### src/rtl/source_char_tokenizer_macros.svh
// Assertion macros used by the tokenizer top module.
`ifndef SOURCE_CHAR_TOKENIZER_MACROS_SVH
`define SOURCE_CHAR_TOKENIZER_MACROS_SVH

// Implication checked on every rising clock edge outside reset.
`define SCT_ASSERT_IMPLY(label, clk_s, rstn_s, ante, cons) \
    label: assert property (@(posedge clk_s) disable iff (!rstn_s) (ante) |-> (cons)) \
        else $error("tokenizer check failed");

// Next-cycle implication checked outside reset.
`define SCT_ASSERT_NEXT(label, clk_s, rstn_s, ante, cons) \
    label: assert property (@(posedge clk_s) disable iff (!rstn_s) (ante) |=> (cons)) \
        else $error("tokenizer check failed");

`endif

### src/rtl/sct_pkg.sv
// ----------------------------------------------------------------------------
// Tokenizer package
// Scanner state codes, token kinds, error codes and the keyword table.
// ----------------------------------------------------------------------------
`default_nettype none

package sct_pkg;

    typedef enum logic [3:0] {
        S_IDLE, S_LT, S_LTLT, S_GT, S_GTGT, S_EQ, S_BANG, S_COLON,
        S_DOT, S_IDENT, S_INT, S_INTDOT, S_FRAC, S_EXPMARK, S_EXPSIGN, S_EXPDIG
    } scan_state_t;

    localparam logic [5:0] K_PLUS = 6'd30;
    localparam logic [5:0] K_MINUS = 6'd31;
    localparam logic [5:0] K_MUL = 6'd32;
    localparam logic [5:0] K_DIV = 6'd33;
    localparam logic [5:0] K_LT = 6'd34;
    localparam logic [5:0] K_LE = 6'd35;
    localparam logic [5:0] K_GE = 6'd36;
    localparam logic [5:0] K_GT = 6'd37;
    localparam logic [5:0] K_EQ = 6'd38;
    localparam logic [5:0] K_NE = 6'd39;
    localparam logic [5:0] K_DEF = 6'd40;
    localparam logic [5:0] K_ENDDEF = 6'd41;
    localparam logic [5:0] K_COLON = 6'd42;
    localparam logic [5:0] K_RANGE = 6'd43;
    localparam logic [5:0] K_SEMI = 6'd44;
    localparam logic [5:0] K_COMMA = 6'd45;
    localparam logic [5:0] K_ASSIGN = 6'd46;
    localparam logic [5:0] K_SQBO = 6'd47;
    localparam logic [5:0] K_SQBC = 6'd48;
    localparam logic [5:0] K_BO = 6'd49;
    localparam logic [5:0] K_BC = 6'd50;
    localparam logic [5:0] K_RNUM = 6'd52;
    localparam logic [5:0] K_NUM = 6'd53;
    localparam logic [5:0] K_ID = 6'd54;
    localparam logic [5:0] K_DRVDEF = 6'd55;
    localparam logic [5:0] K_DRVENDDEF = 6'd56;
    localparam logic [5:0] K_EOF = 6'd58;
    localparam logic [5:0] K_NONE = 6'd0;

    localparam logic [2:0] E_OK = 3'd0;
    localparam logic [2:0] E_PAIR = 3'd1;
    localparam logic [2:0] E_FOREIGN = 3'd2;
    localparam logic [2:0] E_REAL = 3'd3;
    localparam logic [2:0] E_LONG = 3'd4;

    localparam int WORD_DEPTH = 10;
    localparam int KW_COUNT = 30;
    localparam logic [4:0] LEN_MAX = 5'd31;

    typedef logic [8*WORD_DEPTH-1:0] word_t;

    // One token result before line stamping.
    typedef struct packed {
        logic [5:0] kind;
        logic [2:0] err;
        logic [4:0] len;
        logic       use_dot_col;
    } tok_t;

    // Keyword text, first character in the low byte, zero padded.
    function automatic word_t kw_text(input logic [4:0] idx);
        word_t w;
        string s;
        w = '0;
        case (idx)
            5'd0: s = "integer";
            5'd1: s = "real";
            5'd2: s = "boolean";
            5'd3: s = "of";
            5'd4: s = "array";
            5'd5: s = "start";
            5'd6: s = "end";
            5'd7: s = "declare";
            5'd8: s = "module";
            5'd9: s = "driver";
            5'd10: s = "program";
            5'd11:
            begin
                // The read keyword, built from its two halves.
                s = "get_";
                s = {s, "value"};
            end
            5'd12: s = "print";
            5'd13: s = "use";
            5'd14: s = "with";
            5'd15: s = "parameters";
            5'd16: s = "true";
            5'd17: s = "false";
            5'd18: s = "takes";
            5'd19: s = "input";
            5'd20: s = "returns";
            5'd21: s = "AND";
            5'd22: s = "OR";
            5'd23: s = "for";
            5'd24: s = "in";
            5'd25: s = "switch";
            5'd26: s = "case";
            5'd27: s = "break";
            5'd28: s = "default";
            5'd29: s = "while";
            default: s = "";
        endcase
        for (int i = 0; i < s.len(); i++)
        begin
            w[8*i +: 8] = s[i];
        end
        return w;
    endfunction

    function automatic logic [3:0] kw_len(input logic [4:0] idx);
        case (idx)
            5'd0, 5'd7, 5'd10, 5'd20, 5'd28: return 4'd7;
            5'd1, 5'd14, 5'd16, 5'd26: return 4'd4;
            5'd2: return 4'd7;
            5'd3, 5'd22, 5'd24: return 4'd2;
            5'd4, 5'd5, 5'd12, 5'd17, 5'd18, 5'd19, 5'd27, 5'd29: return 4'd5;
            5'd6, 5'd13, 5'd21, 5'd23: return 4'd3;
            5'd8, 5'd9, 5'd25: return 4'd6;
            5'd11: return 4'd9;
            5'd15: return 4'd10;
            default: return 4'd0;
        endcase
    endfunction

    function automatic logic [4:0] sat_add(input logic [4:0] a, input logic [1:0] b);
        logic [5:0] s;
        s = {1'b0, a} + {4'b0, b};
        return (s > {1'b0, LEN_MAX}) ? LEN_MAX : s[4:0];
    endfunction

endpackage

`default_nettype wire

### src/rtl/sct_scanner.sv
// ----------------------------------------------------------------------------
// Scanner step
// Combinational next state and up to two token results for one byte.
// ----------------------------------------------------------------------------
`default_nettype none

module sct_scanner (
    input  wire sct_pkg::scan_state_t st,
    input  wire logic [4:0]           len,
    input  wire logic [7:0]           c,
    input  wire logic                 eoi,
    input  wire logic [3:0]           max_id,
    input  wire logic                 kw_hit,
    input  wire logic [4:0]           kw_idx,
    output sct_pkg::scan_state_t      st_next,
    output logic [4:0]                len_next,
    output logic                      begin_tok,
    output logic                      store_char,
    output logic [1:0]                n_res,
    output sct_pkg::tok_t             r0,
    output sct_pkg::tok_t             r1,
    output logic                      r0_here
);
    import sct_pkg::*;

    logic dig, let_c, expo, consumed;
    tok_t pend;
    logic pend_v;

    assign dig = c inside {["0":"9"]};
    assign let_c = c inside {["a":"z"], ["A":"Z"]};
    assign expo = c == "e" || c == "E";

    // Identifier close-out.
    function automatic tok_t ident_tok(input logic h, input logic [4:0] k,
                                       input logic [4:0] l, input logic [3:0] m);
        tok_t t;
        t = '{kind: K_ID, err: E_OK, len: l, use_dot_col: 1'b0};
        if (h)
            t.kind = {1'b0, k};
        else if (l > {1'b0, m})
        begin
            t.kind = K_NONE;
            t.err = E_LONG;
        end
        return t;
    endfunction

    always_comb
    begin
        tok_t t0, ts;
        st_next = st;
        len_next = len;
        begin_tok = 1'b0;
        store_char = 1'b0;
        pend = '0;
        pend_v = 1'b0;
        consumed = 1'b1;
        r0 = '0;
        r1 = '0;
        n_res = 2'd0;
        r0_here = 1'b0;
        t0 = '0;
        ts = '0;
        if (eoi)
        begin
            // Flush then end marker.
            pend_v = 1'b1;
            case (st)
                S_LT: pend = '{K_LT, E_OK, 5'd1, 1'b0};
                S_LTLT: pend = '{K_DEF, E_OK, 5'd2, 1'b0};
                S_GT: pend = '{K_GT, E_OK, 5'd1, 1'b0};
                S_GTGT: pend = '{K_ENDDEF, E_OK, 5'd2, 1'b0};
                S_EQ, S_BANG, S_DOT: pend = '{K_NONE, E_PAIR, 5'd1, 1'b0};
                S_COLON: pend = '{K_COLON, E_OK, 5'd1, 1'b0};
                S_IDENT: pend = ident_tok(kw_hit, kw_idx, len, max_id);
                S_INT: pend = '{K_NUM, E_OK, len, 1'b0};
                S_INTDOT: pend = '{K_NONE, E_REAL, sat_add(len, 2'd1), 1'b0};
                S_FRAC, S_EXPDIG: pend = '{K_RNUM, E_OK, len, 1'b0};
                S_EXPMARK, S_EXPSIGN: pend = '{K_NONE, E_REAL, len, 1'b0};
                default: pend_v = 1'b0;
            endcase
            st_next = S_IDLE;
            len_next = '0;
            ts = '{K_EOF, E_OK, 5'd0, 1'b0};
            if (pend_v)
            begin
                r0 = pend;
                r0_here = 1'b1;
                r1 = ts;
                n_res = 2'd2;
            end
            else
            begin
                r0 = ts;
                n_res = 2'd1;
            end
        end
        else
        begin
            // Pending token takes the byte or closes.
            case (st)
                S_LT:
                begin
                    if (c == "=") begin pend = '{K_LE, E_OK, 5'd2, 1'b0}; pend_v = 1'b1; end
                    else if (c == "<") st_next = S_LTLT;
                    else begin pend = '{K_LT, E_OK, 5'd1, 1'b0}; pend_v = 1'b1; consumed = 1'b0; end
                end
                S_LTLT:
                begin
                    pend_v = 1'b1;
                    if (c == "<") pend = '{K_DRVDEF, E_OK, 5'd3, 1'b0};
                    else begin pend = '{K_DEF, E_OK, 5'd2, 1'b0}; consumed = 1'b0; end
                end
                S_GT:
                begin
                    if (c == "=") begin pend = '{K_GE, E_OK, 5'd2, 1'b0}; pend_v = 1'b1; end
                    else if (c == ">") st_next = S_GTGT;
                    else begin pend = '{K_GT, E_OK, 5'd1, 1'b0}; pend_v = 1'b1; consumed = 1'b0; end
                end
                S_GTGT:
                begin
                    pend_v = 1'b1;
                    if (c == ">") pend = '{K_DRVENDDEF, E_OK, 5'd3, 1'b0};
                    else begin pend = '{K_ENDDEF, E_OK, 5'd2, 1'b0}; consumed = 1'b0; end
                end
                S_EQ:
                begin
                    pend_v = 1'b1;
                    pend = (c == "=") ? '{K_EQ, E_OK, 5'd2, 1'b0} : '{K_NONE, E_PAIR, 5'd2, 1'b0};
                end
                S_BANG:
                begin
                    pend_v = 1'b1;
                    pend = (c == "=") ? '{K_NE, E_OK, 5'd2, 1'b0} : '{K_NONE, E_PAIR, 5'd2, 1'b0};
                end
                S_DOT:
                begin
                    pend_v = 1'b1;
                    pend = (c == ".") ? '{K_RANGE, E_OK, 5'd2, 1'b0}
                                      : '{K_NONE, E_PAIR, 5'd2, 1'b0};
                end
                S_COLON:
                begin
                    pend_v = 1'b1;
                    if (c == "=") pend = '{K_ASSIGN, E_OK, 5'd2, 1'b0};
                    else begin pend = '{K_COLON, E_OK, 5'd1, 1'b0}; consumed = 1'b0; end
                end
                S_IDENT:
                begin
                    if (let_c || dig || c == "_")
                    begin
                        store_char = 1'b1;
                        len_next = sat_add(len, 2'd1);
                    end
                    else
                    begin
                        pend = ident_tok(kw_hit, kw_idx, len, max_id);
                        pend_v = 1'b1;
                        consumed = 1'b0;
                    end
                end
                S_INT:
                begin
                    if (dig) len_next = sat_add(len, 2'd1);
                    else if (c == ".") st_next = S_INTDOT;
                    else if (expo)
                    begin
                        len_next = sat_add(len, 2'd1);
                        st_next = S_EXPMARK;
                    end
                    else begin pend = '{K_NUM, E_OK, len, 1'b0}; pend_v = 1'b1; consumed = 1'b0; end
                end
                S_INTDOT:
                begin
                    if (c == ".")
                    begin
                        pend = '{K_NUM, E_OK, len, 1'b0};
                        pend_v = 1'b1;
                    end
                    else if (dig)
                    begin
                        len_next = sat_add(len, 2'd2);
                        st_next = S_FRAC;
                    end
                    else begin pend = '{K_NONE, E_REAL, sat_add(len, 2'd2), 1'b0}; pend_v = 1'b1; end
                end
                S_FRAC, S_EXPDIG:
                begin
                    if (dig) len_next = sat_add(len, 2'd1);
                    else if (expo && st == S_FRAC)
                    begin
                        len_next = sat_add(len, 2'd1);
                        st_next = S_EXPMARK;
                    end
                    else begin pend = '{K_RNUM, E_OK, len, 1'b0}; pend_v = 1'b1; consumed = 1'b0; end
                end
                S_EXPMARK, S_EXPSIGN:
                begin
                    if (st == S_EXPMARK && (c == "+" || c == "-"))
                    begin
                        len_next = sat_add(len, 2'd1);
                        st_next = S_EXPSIGN;
                    end
                    else if (dig)
                    begin
                        len_next = sat_add(len, 2'd1);
                        st_next = S_EXPDIG;
                    end
                    else begin pend = '{K_NONE, E_REAL, sat_add(len, 2'd1), 1'b0}; pend_v = 1'b1; end
                end
                default: consumed = 1'b0;
            endcase
            if (pend_v)
                st_next = S_IDLE;

            // A byte not taken may start a new token.
            ts = '0;
            if (!consumed)
            begin
                case (c)
                    " ", "\t", "\r", "\n": ;
                    ",": ts = '{K_COMMA, E_OK, 5'd1, 1'b0};
                    "[": ts = '{K_SQBO, E_OK, 5'd1, 1'b0};
                    "]": ts = '{K_SQBC, E_OK, 5'd1, 1'b0};
                    "(": ts = '{K_BO, E_OK, 5'd1, 1'b0};
                    ")": ts = '{K_BC, E_OK, 5'd1, 1'b0};
                    ";": ts = '{K_SEMI, E_OK, 5'd1, 1'b0};
                    "+": ts = '{K_PLUS, E_OK, 5'd1, 1'b0};
                    "-": ts = '{K_MINUS, E_OK, 5'd1, 1'b0};
                    "*": ts = '{K_MUL, E_OK, 5'd1, 1'b0};
                    "/": ts = '{K_DIV, E_OK, 5'd1, 1'b0};
                    "<": begin st_next = S_LT; begin_tok = 1'b1; end
                    ">": begin st_next = S_GT; begin_tok = 1'b1; end
                    "=": begin st_next = S_EQ; begin_tok = 1'b1; end
                    "!": begin st_next = S_BANG; begin_tok = 1'b1; end
                    ":": begin st_next = S_COLON; begin_tok = 1'b1; end
                    ".": begin st_next = S_DOT; begin_tok = 1'b1; end
                    default:
                    begin
                        if (let_c)
                        begin
                            st_next = S_IDENT;
                            begin_tok = 1'b1;
                            store_char = 1'b1;
                        end
                        else if (dig)
                        begin
                            st_next = S_INT;
                            begin_tok = 1'b1;
                        end
                        else
                            ts = '{K_NONE, E_FOREIGN, 5'd1, 1'b0};
                    end
                endcase
                if (begin_tok)
                    len_next = 5'd1;
            end
            else if (st == S_INTDOT && c == ".")
                ts = '{K_RANGE, E_OK, 5'd2, 1'b1};

            t0 = ts;
            if (pend_v && ts.len != 5'd0)
            begin
                r0 = pend;
                r0_here = 1'b1;
                r1 = ts;
                n_res = 2'd2;
            end
            else if (pend_v)
            begin
                r0 = pend;
                r0_here = 1'b1;
                n_res = 2'd1;
            end
            else if (t0.len != 5'd0)
            begin
                r0 = t0;
                n_res = 2'd1;
            end
        end
    end

endmodule

`default_nettype wire

### config.mk
export PLATFORM = sky130hd
export DESIGN_NAME = sct_scanner
export DESIGN_NICKNAME = d
export VERILOG_FILES = /design/src/rtl/source_char_tokenizer_macros.svh /design/src/rtl/sct_pkg.sv /design/src/rtl/sct_scanner.sv
export SDC_FILE = /design/constraint.sdc
export NUM_CORES = 1
export LEC_CHECK = 0
export BUFFER_PORTS_ARGS = -buffer_cell sky130_fd_sc_hd__buf_4
export CAP_MARGIN = 20
export CORE_ASPECT_RATIO = 0.75
export CORE_MARGIN = 2
export CORE_UTILIZATION = 40
export DETAILED_ROUTE_END_ITERATION = 8
export PLACE_DENSITY = 0.69
export SYNTH_ARGS = -nofsm -noshare
export SYNTH_HDL_FRONTEND = slang
export SYNTH_SLANG_ARGS = --single-unit
export TNS_END_PERCENT = 30
### constraint.sdc
create_clock -name vclk -period 10.2
set_input_delay 1.53 -clock vclk [all_inputs]
set_output_delay 1.53 -clock vclk [all_outputs]
set_load 0.005 [all_outputs]
==> summary.md <==
| Metric | Value |
|---|---|
| Die ar. | `8050 sq um` |
| Initial Utilization | `40.6%` |
| Final antenna-violating net count | `0` |
| Slew Limit Fails | `0` |
| Drt first-iter violations | `687` |
| Io pins | `72` |
| Via density | `6.89` |
| Pleak | `approximately 1.3 nW` |
| Tmin final | `6.23 ns` |
| VDD IR max | `~0.000023 V` |
| CP max stage cell | `nand2b_1` |
| Grt ovf | `0` |
| Total negative slack | `0 ns` |
| Largest net degree at the start of global routing | `39` |
| Commonest non-fill, non-tap cell in the layout | `buf_4` |
| Avg Inst Size Synth | `6.10 sq um` |
| Kind of critical path | `in -> out` |
| Fin crit share | `61.1%` |
| Synthesized area | `roughly 2900 sq um` |
| Final WL | `12700 um` |
| # clk buffers | `0` |
| Sequential share of the synthesized area | `0%` |
| Area grow syn2layout | `13.9%` |
| Status | `completed` |
| Synth top area cells | `a21oi_1 (7.0%), nand2_1 (6.4%), nor2_1 (6.1%)` |
| Setup Buffers After CTS | `0` |
| Gpl congestion | `1.04` |
| TritonRoute pass-1 iters | `5` |
| Worst path max stage delay | `0.44 ns` |
| Die X | `103 um` |
| Register area | `0 sq um` |
| Global Route Usage Sum | `30.5%` |
| Most frequent CP cell | `buf_4` |
| Max_cap viols | `0` |
| Fillers | `roughly 800` |
| Hold-fix buffers, CTS | `0` |
| Cells after synthesis | `481` |
| Utilization after layout | `a little under half` |
| Cell variety after synth | `between 80 and 90` |
| Crit path DAT | `4.70 ns` |
| N_diodes | `0` |
| Wirelength per Cell | `21.0 um` |
| Most frequent cells in the layout | `buf_4 (68), nand2_1 (50), nor2_1 (48)` |
| Fin. Hold Viols | `0` |
| Final setup margin | `about 4.0 ns` |
| Least-Margin Pin Slew | `0.973 ns` |
| CP required | `8.67 ns` |
| RSZ-0062 raised after global routing | `no` |
| Final setup violation count | `0` |
| DRC violations left | `0` |
| Die H | `78.2 um` |
| Crit Path Max Fanout | `24` |
| Post-CTS sizing | `0` |
| Core area | `7230 sq um` |
| Via count | `4166` |
| Vias in the first global route | `between 3000 and 4000` |
| Crit path cell chain | `buf_4, and4bb_2, nand2b_1, and4_4, o31ai_1, nor2b_4, inv_2, ha_1, a2111o_1, o221ai_1, buf_4` |
| Relative slew slack | `34.9%` |
| DP Wirelength | `9530 um` |
| Share of layout cells above drive strength 1 | `18.1%` |
| Nets | `541` |
| Max Fclk | `161 MHz` |
| Dominant cell type by area after synthesis | `a21oi_1` |
| Yosys warns | `0` |
| Worst min path class | `in -> out` |
| Pwr dens | `45.3 nW/um^2` |
| Cell Rows | `27` |
| Pre-CTS setup slack | `around 4 ns` |
| First-pass GRT wire length | `19800 um` |
| IO Port Bufs | `66` |
| Seq_cells | `0` |
| CP Launch Type | `primary input` |
| Crit. End Element | `output port` |
| Initial antenna violation count | `0` |
| Post-synth top area share | `6.99%` |
-- Yosys cell counts (4+ instances only) --
cell type	count
nand2_1	50
nor2_1	48
a21oi_1	41
o21ai_0	31
clkbuf_1	26
nand3_1	20
inv_1	17
nand2b_1	16
o22ai_1	15
buf_4	13
a31oi_1	12
buf_2	10
a22oi_1	9
and3_1	9
nor3_1	9
a2111oi_0	7
ha_1	7
nor2b_1	7
o21a_1	7
o31ai_1	7
a211o_1	6
nand4_1	6
a211oi_1	5
o211ai_1	5
a221oi_1	4
a22o_1	4
a31o_2	4
or4_1	4
xor2_1	4
-- power by group --
group	switching (mW)	internal (mW)	total [mW]
clock	0	0	0
combinational	0.0922	0.0593	0.152
sequential	0	0	0
-- per-layer routing --
layer	global-route usage (%)	vias to the layer above	part of all wire, %
met3	7.21	35	13
met2	42.1	307	40
met1	46.9	1923	45
li1	-	1901	-
met4	6.32	0	2.0
met5	0	-	0
-- cell families (layout without fill, tap and decap cells) --
kind of cell / count (synthesis) / in the layout / share of synthesized area (%)
simple gates: 200 / 200 / 37.2
mux: 2 / 2 / 0.767
other cells: 1 / 6 / 0.128
xor+xnor: 5 / 5 / 1.49
fa+ha+maj: 7 / 7 / 2.98
compound gates: 197 / 197 / 46.3
buf+inv: 69 / 87 / 11.2
-- final timing paths --
check,start,end,slack [ns],depth (start not counted)
worst min-delay path,kw_hit,r0[8],3.40,3
worst max-delay path,c[4],r0[13],3.97,11
-- through the flow --
stage,hold WS [ns],cells,total power [mW],cell area [sq um]
6_report,3.40,605,0.152,3340
5_1_grt,3.41,605,0.163,3340
4_1_cts,3.39,604,0.146,3330
3_5_place_dp,3.39,604,0.146,3330
3_3_place_gp,3.40,604,0.146,3330
2_1_floorplan,3.10,486,0.0963,2950
-- worst max-delay path, delay by kind of cell --
| family | cells | cell delay, ns |
|---|---|---|
| compound gates | 3 | 0.93 |
| fa+ha+maj | 1 | 0.29 |
| buf+inv | 3 | 0.48 |
| simple gates | 4 | 1.47 |
-- final cells by class --
cell class                      count  area (sq um)  share of cell area (%)
Multi-Input combinational cell    417          2630                    78.6
Timing Repair Buffer               69           523                    15.6
Tap cell                          101           126                    3.78
Inverter                           18          67.6                    2.02
No activity file was read; power rests on OpenSTA's default activity.
